## config.mk

```make
export PLATFORM = sky130hd
export DESIGN_NAME = tsi_muldiv
export DESIGN_NICKNAME = d
export VERILOG_FILES = /design/src/hw/rtl/tsi_pkg.sv /design/src/hw/rtl/tsi_muldiv.sv
export VERILOG_INCLUDE_DIRS = /design/src /design/src/hw/rtl
export SDC_FILE = /design/constraint.sdc
export NUM_CORES = 1
export LEC_CHECK = 0
export BUFFER_PORTS_ARGS = -buffer_cell sky130_fd_sc_hd__buf_2
export CORE_MARGIN = 1.5
export CORE_UTILIZATION = 60
export DETAILED_ROUTE_END_ITERATION = 6
export PLACE_DENSITY = 0.92
export SYNTH_ARGS = -nofsm -noshare
export SYNTH_HDL_FRONTEND = slang
export SYNTH_SLANG_ARGS = --single-unit
```

## constraint.sdc

```tcl
create_clock -name clk -period 3.5 [get_ports clk]
set_clock_uncertainty 0.05 [all_clocks]
set_input_delay 0.525 -clock clk [delete_from_list [all_inputs] [get_ports clk]]
set_output_delay 0.525 -clock clk [all_outputs]
set_load 0.02 [all_outputs]
```

## src/hw/rtl/assert_macros.svh

```systemverilog
// ----------------------------------------------------------------------------
// assert_macros
// assertion helpers shared by the rtl files
// clocked assertion with asynchronous reset disable, and a never-true variant
// ----------------------------------------------------------------------------
`ifndef ASSERT_MACROS_SVH
`define ASSERT_MACROS_SVH

`ifndef SYNTHESIS

`define ASSERT_CLK(lbl, clk, rst_n, prop, msg) \
    lbl: assert property (@(posedge clk) disable iff (!rst_n) prop) else $error(msg);

`define ASSERT_NEVER(lbl, clk, rst_n, cond, msg) \
    `ASSERT_CLK(lbl, clk, rst_n, !(cond), msg)

`else

`define ASSERT_CLK(lbl, clk, rst_n, prop, msg)

`define ASSERT_NEVER(lbl, clk, rst_n, cond, msg)

`endif

`endif

```

## src/hw/rtl/tsi_pkg.sv

```systemverilog
`timescale 1ns / 1ps
// ----------------------------------------------------------------------------
// tsi_pkg
// shared sizes, codes and types of the tabulated spectrum interpolator
// ----------------------------------------------------------------------------
package tsi_pkg;

    localparam int TABLE_DEPTH  = 1024;
    localparam int ENERGY_BITS  = 32;
    localparam int DENSITY_BITS = 32;

    localparam int ISOTOPES   = 3;
    localparam int NODES      = ISOTOPES * TABLE_DEPTH;
    localparam int IDX_BITS   = $clog2(TABLE_DEPTH);
    localparam int CNT_W      = $clog2(TABLE_DEPTH + 1);
    localparam int ADDR_BITS  = $clog2(NODES);
    localparam int PROD_BITS  = ENERGY_BITS + DENSITY_BITS;
    localparam int STEP_BITS  = $clog2(PROD_BITS + 1);

    // fixed port widths
    localparam int PORT_W     = 32;
    localparam int IDX_PORT_W = 10;
    localparam int ISO_W      = 2;
    localparam int CFG_IDX_W  = 2;
    localparam int CFG_DATA_W = 11;

    // request function codes
    localparam logic FUNC_LOAD   = 1'b0;
    localparam logic FUNC_LOOKUP = 1'b1;

    // isotope codes
    localparam logic [ISO_W-1:0] ISO_K40   = 2'd0;
    localparam logic [ISO_W-1:0] ISO_TH232 = 2'd1;
    localparam logic [ISO_W-1:0] ISO_U238  = 2'd2;
    localparam logic [ISO_W-1:0] ISO_NONE  = 2'd3;

    // configuration register indexes
    localparam logic [CFG_IDX_W-1:0] REG_POTASSIUM_ENTRIES = 2'd0;
    localparam logic [CFG_IDX_W-1:0] REG_THORIUM_ENTRIES   = 2'd1;
    localparam logic [CFG_IDX_W-1:0] REG_URANIUM_ENTRIES   = 2'd2;

    // status of the serial multiply-divide unit
    typedef struct packed {
        logic                    done;
        logic                    big;
        logic [DENSITY_BITS-1:0] quot;
    } muldiv_res_t;

endpackage

```

## src/hw/rtl/tsi_muldiv.sv

```systemverilog
`timescale 1ns / 1ps
// ----------------------------------------------------------------------------
// tsi_muldiv
// bit-serial multiply then restoring divide: (mcand * mplier) / divisor
// ----------------------------------------------------------------------------
`include "assert_macros.svh"

module tsi_muldiv (
    input  logic                               clk,
    input  logic                               rst_n,
    input  logic                               start,
    input  logic [tsi_pkg::DENSITY_BITS-1:0]   mcand,
    input  logic [tsi_pkg::ENERGY_BITS-1:0]    mplier,
    input  logic [tsi_pkg::ENERGY_BITS-1:0]    divisor,
    output tsi_pkg::muldiv_res_t               res
);

    localparam int EB = tsi_pkg::ENERGY_BITS;
    localparam int DB = tsi_pkg::DENSITY_BITS;
    localparam int PW = tsi_pkg::PROD_BITS;
    localparam int SW = tsi_pkg::STEP_BITS;

    typedef enum logic [1:0] {
        M_IDLE,
        M_MUL,
        M_DIV
    } md_state_t;

    md_state_t       state_reg;
    logic [SW-1:0]   cnt_reg;
    logic [PW-1:0]   prod_reg;
    logic [DB-1:0]   mcand_reg;
    logic [EB-1:0]   div_reg;
    logic [EB-1:0]   rem_reg;
    logic [DB:0]     q_reg;
    logic            ovf_reg;
    logic            done_reg;

    logic [DB:0]     mul_sum;
    logic [PW-1:0]   prod_next;
    logic [EB:0]     shifted;
    logic [EB+1:0]   trial;
    logic            qbit;
    logic [EB-1:0]   rem_next;

    // multiply: add into the upper half, shift right
    always_comb
    begin
        mul_sum   = {1'b0, prod_reg[PW-1:EB]} + (prod_reg[0] ? {1'b0, mcand_reg} : '0);
        prod_next = {mul_sum, prod_reg[EB-1:1]};
    end

    // divide: one quotient bit per cycle, product streamed msb first
    always_comb
    begin
        shifted  = {rem_reg, prod_reg[PW-1]};
        trial    = {1'b0, shifted} - {2'b00, div_reg};
        qbit     = !trial[EB+1];
        rem_next = qbit ? trial[EB-1:0] : shifted[EB-1:0];
    end

    always_ff @(posedge clk or negedge rst_n)
    begin
        if (!rst_n)
        begin
            state_reg <= M_IDLE;
            cnt_reg   <= '0;
            done_reg  <= 1'b0;
            ovf_reg   <= 1'b0;
            q_reg     <= '0;
            prod_reg  <= '0;
            mcand_reg <= '0;
            div_reg   <= '0;
            rem_reg   <= '0;
        end
        else
        begin
            done_reg <= 1'b0;
            unique case (state_reg)
                M_IDLE:
                begin
                    if (start)
                    begin
                        prod_reg  <= PW'(mplier);
                        mcand_reg <= mcand;
                        div_reg   <= divisor;
                        rem_reg   <= '0;
                        q_reg     <= '0;
                        ovf_reg   <= 1'b0;
                        cnt_reg   <= SW'(EB - 1);
                        state_reg <= M_MUL;
                    end
                end
                M_MUL:
                begin
                    prod_reg <= prod_next;
                    if (cnt_reg == '0)
                    begin
                        cnt_reg   <= SW'(PW - 1);
                        state_reg <= M_DIV;
                    end
                    else
                    begin
                        cnt_reg <= cnt_reg - SW'(1);
                    end
                end
                M_DIV:
                begin
                    prod_reg <= {prod_reg[PW-2:0], 1'b0};
                    rem_reg  <= rem_next;
                    q_reg    <= {q_reg[DB-1:0], qbit};
                    ovf_reg  <= ovf_reg | q_reg[DB];
                    if (cnt_reg == '0)
                    begin
                        done_reg  <= 1'b1;
                        state_reg <= M_IDLE;
                    end
                    else
                    begin
                        cnt_reg <= cnt_reg - SW'(1);
                    end
                end
                default:
                begin
                    state_reg <= M_IDLE;
                end
            endcase
        end
    end

    assign res.done = done_reg;
    assign res.big  = ovf_reg | q_reg[DB];
    assign res.quot = q_reg[DB-1:0];

    `ASSERT_CLK(a_rem_below_div, clk, rst_n, (state_reg == M_DIV) |-> (rem_reg < div_reg), "remainder not below divisor")
    `ASSERT_CLK(a_start_idle, clk, rst_n, start |-> (state_reg == M_IDLE), "start while unit busy")
    `ASSERT_CLK(a_done_from_div, clk, rst_n, done_reg |-> ($past(state_reg) == M_DIV), "done without a divide")

endmodule

```

# ---- Word level (Yosys, flattened, before mapping)
# Cells that the tools add are included.
dict set report op_classes {
  addsub 3
  n_mul 0
  div_mod_pow 0
  n_lt_le_gt_ge 0
  eq_ne 6
  shift 0
  muxes 20
  bitwise_logic 1
  n_reduce_logical 10
}
# operator n
set ops {}
lappend ops {{64-bit one-hot mux with 3 select lines} 1}
lappend ops {{32-bit 2-to-1 mux} 3}
lappend ops {{33-bit one-hot mux with 2 select lines} 1}
lappend ops {{64-bit 2-to-1 mux} 1}
lappend ops {{32-bit one-hot mux with 2 select lines} 1}
lappend ops {{33-bit by 32-bit subtractor with 34-bit output} 1}
lappend ops {{32-bit by 32-bit adder with 33-bit output} 1}
lappend ops {{33-bit 2-to-1 mux} 1}
lappend ops {{7-bit 2-to-1 mux} 3}
lappend ops {{7-bit one-hot mux with 3 select lines} 1}
lappend ops {{2-bit inequality test, second input constant} 4}
lappend ops {{7-bit logical NOT} 1}
lappend ops {{7-bit by 1-bit subtractor with 7-bit output, second input constant} 1}
lappend ops {{2-bit 2-to-1 mux} 3}
lappend ops {{2-bit one-hot mux with 3 select lines} 1}
lappend ops {{2-bit AND reduction} 3}
lappend ops {{3-bit AND reduction} 2}
lappend ops {{1-bit 2-to-1 mux} 3}
lappend ops {{3-bit nonzero test} 1}
lappend ops {{2-bit by 1-bit == test with 1-bit output, second input constant} 1}
lappend ops {{2-bit == test, second input constant} 1}
lappend ops {{2-bit logical NOT} 1}
lappend ops {{1-bit one-hot mux with 2 select lines} 1}
lappend ops {{2-bit nonzero test} 1}
lappend ops {{2 further kinds} 2}
dict set report word_totals {
  ff_bits 204
  latchBits 0
  ram_bits 0
  rom_bits 0
  inputBits 99
  word_cells 49
  memories 0
}

# ---- Logic depth before layout (Yosys ltp)
dict set report logic_depth {
  word_depth 3
  ltp_mapped 14
  ltp_nobuf 13
}

# ---- Worst setup path before layout
# Ideal clock, no wire load.
dict set report synth_timing {
  path_kind {register -> register}
  start {register prod_reg[0]}
  end {register prod_reg[62]}
  setup_ns 0.124
  arrival_time_ns 2.659
  slack_ns 0.667
  path_stages_with_launch 13
  period_less_slack_ns 2.833
  cell_sequence {dfrtp_1 -> clkbuf_1 -> and2_1 -> ha_1 -> nand4_1 -> nor3_2 -> a211oi_1 -> or4_4 -> o221ai_2 -> a21oi_2 -> a31oi_1 -> nor4b_1 -> a211o_1}
}
dict set report synth_between {
  elab_chain_cells 3
}
# item line_no
set synth_rtl {}
lappend synth_rtl {{from (decl)} tsi_muldiv.sv:31} ;# logic [PW-1:0] prod_reg;
lappend synth_rtl {{from (signal assigned)} tsi_muldiv.sv:84} ;# prod_reg <= PW'(mplier);
lappend synth_rtl {{from (signal assigned)} tsi_muldiv.sv:96} ;# prod_reg <= prod_next;
lappend synth_rtl {{from (signal assigned)} tsi_muldiv.sv:109} ;# prod_reg <= {prod_reg[PW-2:0], 1'b0};
lappend synth_rtl {{32-bit 2-to-1 mux} tsi_muldiv.sv:49} ;# mul_sum = {1'b0, prod_reg[PW-1:EB]} + (prod_reg[0] ? {1'b0, mcand_reg} : '0);
lappend synth_rtl {{32-bit by 32-bit adder with 33-bit output} tsi_muldiv.sv:49}
lappend synth_rtl {{64-bit one-hot mux with 3 select lines} tsi_muldiv.sv:79} ;# unique case (state_reg)
# No other way between the ends.
# A chain may end at the register's enable or synchronous reset.

# ---- Worst setup path after layout
dict set report layout_timing {
  start {register prod_reg[63]}
  end {register rem_reg[30]}
}
dict set report layout_between {
  elab_chain_cells 3
}
# item line_no
set layout_rtl {}
lappend layout_rtl {{33-bit by 32-bit subtractor with 34-bit output} tsi_muldiv.sv:57} ;# trial = {1'b0, shifted} - {2'b00, div_reg};
lappend layout_rtl {{32-bit 2-to-1 mux} tsi_muldiv.sv:59} ;# rem_next = qbit ? trial[EB-1:0] : shifted[EB-1:0];
lappend layout_rtl {{32-bit one-hot mux with 2 select lines} tsi_muldiv.sv:79}
lappend layout_rtl {{to (signal assigned)} tsi_muldiv.sv:110} ;# rem_reg <= rem_next;
lappend layout_rtl {{to (decl)} tsi_muldiv.sv:34} ;# logic [EB-1:0] rem_reg;
# No other way between the ends.

==> results.txt <==
max-cap viol count: 0
DRC: 0
Via Count: 10100
Unique masters post-synth: 89
final RePlAce weighted congestion: 0.892
ordered cell list for the critical path: inv_1 -> ha_1 -> inv_1 -> fa_1 -> a211oi_1 -> o21bai_1 -> a211oi_2 -> a21o_2 -> a31oi_1 -> o31ai_2 -> nand3_1 -> o2111a_1 -> o31ai_2
CTS H-Tree Depth: 1
Max Buffers Root-to-Sink: 3
initial core utilization: 0.614
DR WL/cell: 17.5 µm
CP Class: reg2reg
post-synthesis mux area share: 0.0832
Global Route Usage Sum: 0.262
routed vias/inst: 6.16
die area: 21700 µm²
peak supply drop: 0.252 mV
CTS Sinks: 204
DRT antenna net count: 0
TNS Setup: 0 ns
PwrDens: 359 nW/µm²
shortest period the worst path allows: 3.32 ns
outcome: complete, no violations
Rows: 52
slowest stage cell on the critical path: a211oi_2
P_leak: 7.06 nW
actual slew at the worst max-slew pin: 1.17 ns
Post-Syn Area: 12500 µm²
layout cells sized above 1: 0.206
DIE HEIGHT: 147 µm
Nets: 1517
worst-path maximum fanout: 4
dpl hpwl: 19100 µm
antenna violations before repair: 1
top-level port count: 133
met3 usage: 0.0352
WP buf/inv: 2
Final Hold Vio Count: 0
simple-gate share of the synthesized area: 0.118
Post-Synth XOR/XNOR Area: 0.0357
met2 usage: 0.427
post-synthesis cell count: 1286
endpoints failing setup: 0
EDFF count, synth: 0
Max stage delay on crit path: 0.44 ns
placed cells: 1591
met1 usage: 0.357
grt ovf: 0
CTS tree: done
Syn Nets: 1457
Rel. slew slack: 0.220
gr busiest metal: met2
RSZ-0062 raised after global routing: false
Crit. End Element: flop
PortBufs: 132
Die W: 147 µm
Layout area overhead: 10.7%
clk_lat worst skew: 0.52 ns
post-synthesis sequential area ratio: 0.408
max-slew violation count: 0
compound-cell area share of the yosys netlist: 0.213
number of global-route vias before repair: 9870
drt first pass iters: 5
Gates resized, CTS repair: 0
Setup crit start: prod_reg[63]
Crit Reg-Reg Startpoint: prod_reg[63]
syn avg cell area: 9.73 µm²
synthesis warning total: 0
setup bufs post-CTS: 0
FFs w/ async S/R, synth: 1.00
first-pass GRT wire length: 47700 µm
fmax: 301 MHz
largest net degree at the start of global routing: 93
main combinational cell family by area after synthesis: compound AO/OA/AOI/OAI gates
DRT iter0 DRCs: 827
Num CTS Buffers: 23
Clock Tree Root: clkbuf_16
Arrival @ worst endpoint: 3.68 ns
Final Core Density: 0.680
ys flop type: dfrtp_1
Crit path max-delay family: compound AO/OA/AOI/OAI gates
max reg flops: 64
Min-Delay Path Class: in2async
Post-CTS Hold Buffers: 0
Core Box Area: 20400 µm²
Worst-path clk slew: 0.06 ns
Worst EP required: 3.86 ns
final WL: 28500 µm
startpoint types: flop
FF+latch count, synth: 204
crit share post-route: 0.948
final cell count without fillers: 1632
adder-cell share of the synthesized area: 0.0732
[area by class of cell]
type | instances | area (µm²)
inverter | 59 | 221
clock buffer | 32 | 659
multi-input combinational | 912 | 6570
fill | 1507 | 6510
sequential | 204 | 5110
antenna | 2 | 5.00
timing repair buffer | 146 | 837
tap | 270 | 338
clock inverter | 7 | 119
[logic make-up after synthesis]
| family | after synthesis |
|---|---|
| xor gates and xnor gates | 51 |
| adders and majority gates | 72 |
| DFF | 204 |
| muxes | 96 |
| buffers and inverters | 170 |
| AOI/OAI and AO/OA | 383 |
| and+or+nand+nor | 310 |
[metrics by stage]
step	power (mW)	cell area (µm²)	setup slack (ns)	hold WS, ns
2_1_floorplan	2.40	12500	0.667	0.179
3_3_place_gp	2.51	13100	0.307	0.436
3_5_place_dp	2.51	13100	0.184	0.443
4_1_cts	5.01	13900	0.119	0.0663
5_1_grt	5.11	13900	0.0512	0.100
6_report	4.97	13900	0.183	0.0285
[power breakdown]
part / total (mW) / internal (mW) / leakage (nW) / switching [mW]
clock network: 2.51 / 1.53 / 0.375 / 0.977
registers: 2.36 / 2.36 / 2.82 / 0
logic: 0.106 / 0.0441 / 3.86 / 0.0619
[cells in the mapped netlist (9+ instances only)]
library cell,count,area [µm²]
mux2_2,64,721
xnor2_1,33,289
xor2_1,18,158
and2_1,35,219
o21ai_0,83,415
ha_1,70,876
o21ai_1,30,150
a31oi_1,9,56.3
nand3_1,19,95.1
a22o_1,33,289
buf_4,33,248
inv_1,59,221
a21oi_1,59,295
a221oi_1,33,289
nand4_1,15,93.8
nor3_1,9,45.0
nand2_1,109,409
clkbuf_1,59,221
nor2b_1,10,62.6
nor2_1,79,297
mux2i_1,32,320
dfrtp_1,204,5100
a21o_1,27,203
a22oi_1,29,218
[path summary, 6_finish.rpt]
| kind | to | slack [ns] | cells after the start |
|---|---|---|---|
| worst max-delay path | rem_reg[30] | 0.18 | 13 |
| worst max register to register | rem_reg[30] | 0.18 | 13 |
| max in group asynchronous | mcand_reg[28] | 2.59 | 2 |
| worst min-delay path | mcand_reg[10] | 0.03 | 1 |
| worst min register to register | mcand_reg[25] | 0.45 | 1 |
| min in group clk | mcand_reg[29] | 0.19 | 2 |
[metal layers]
layer / share of wire / wire, µm
met2: 0.47 / 13400
met4: 0.027 / 767
met3: 0.056 / 1580
met5: 0 / 0
met1: 0.45 / 12700
[layout by cell type (no fill, tap or decap), drive strengths merged, types with 11 or more instances in the layout]
cell and count:
a21o 29, nand4 15, buf 145, xnor2 33, ha 70, clkbuf 33
and2 36, mux2i 32, nor2 80, a221oi 34, nand3 19, a22o 33
nand2 110, dfrtp 204, a21oi 62, mux2 64, o21ai 114, xor2 18
a22oi 29, nor2b 11, inv 60
(Power assumes the default switching activity.)
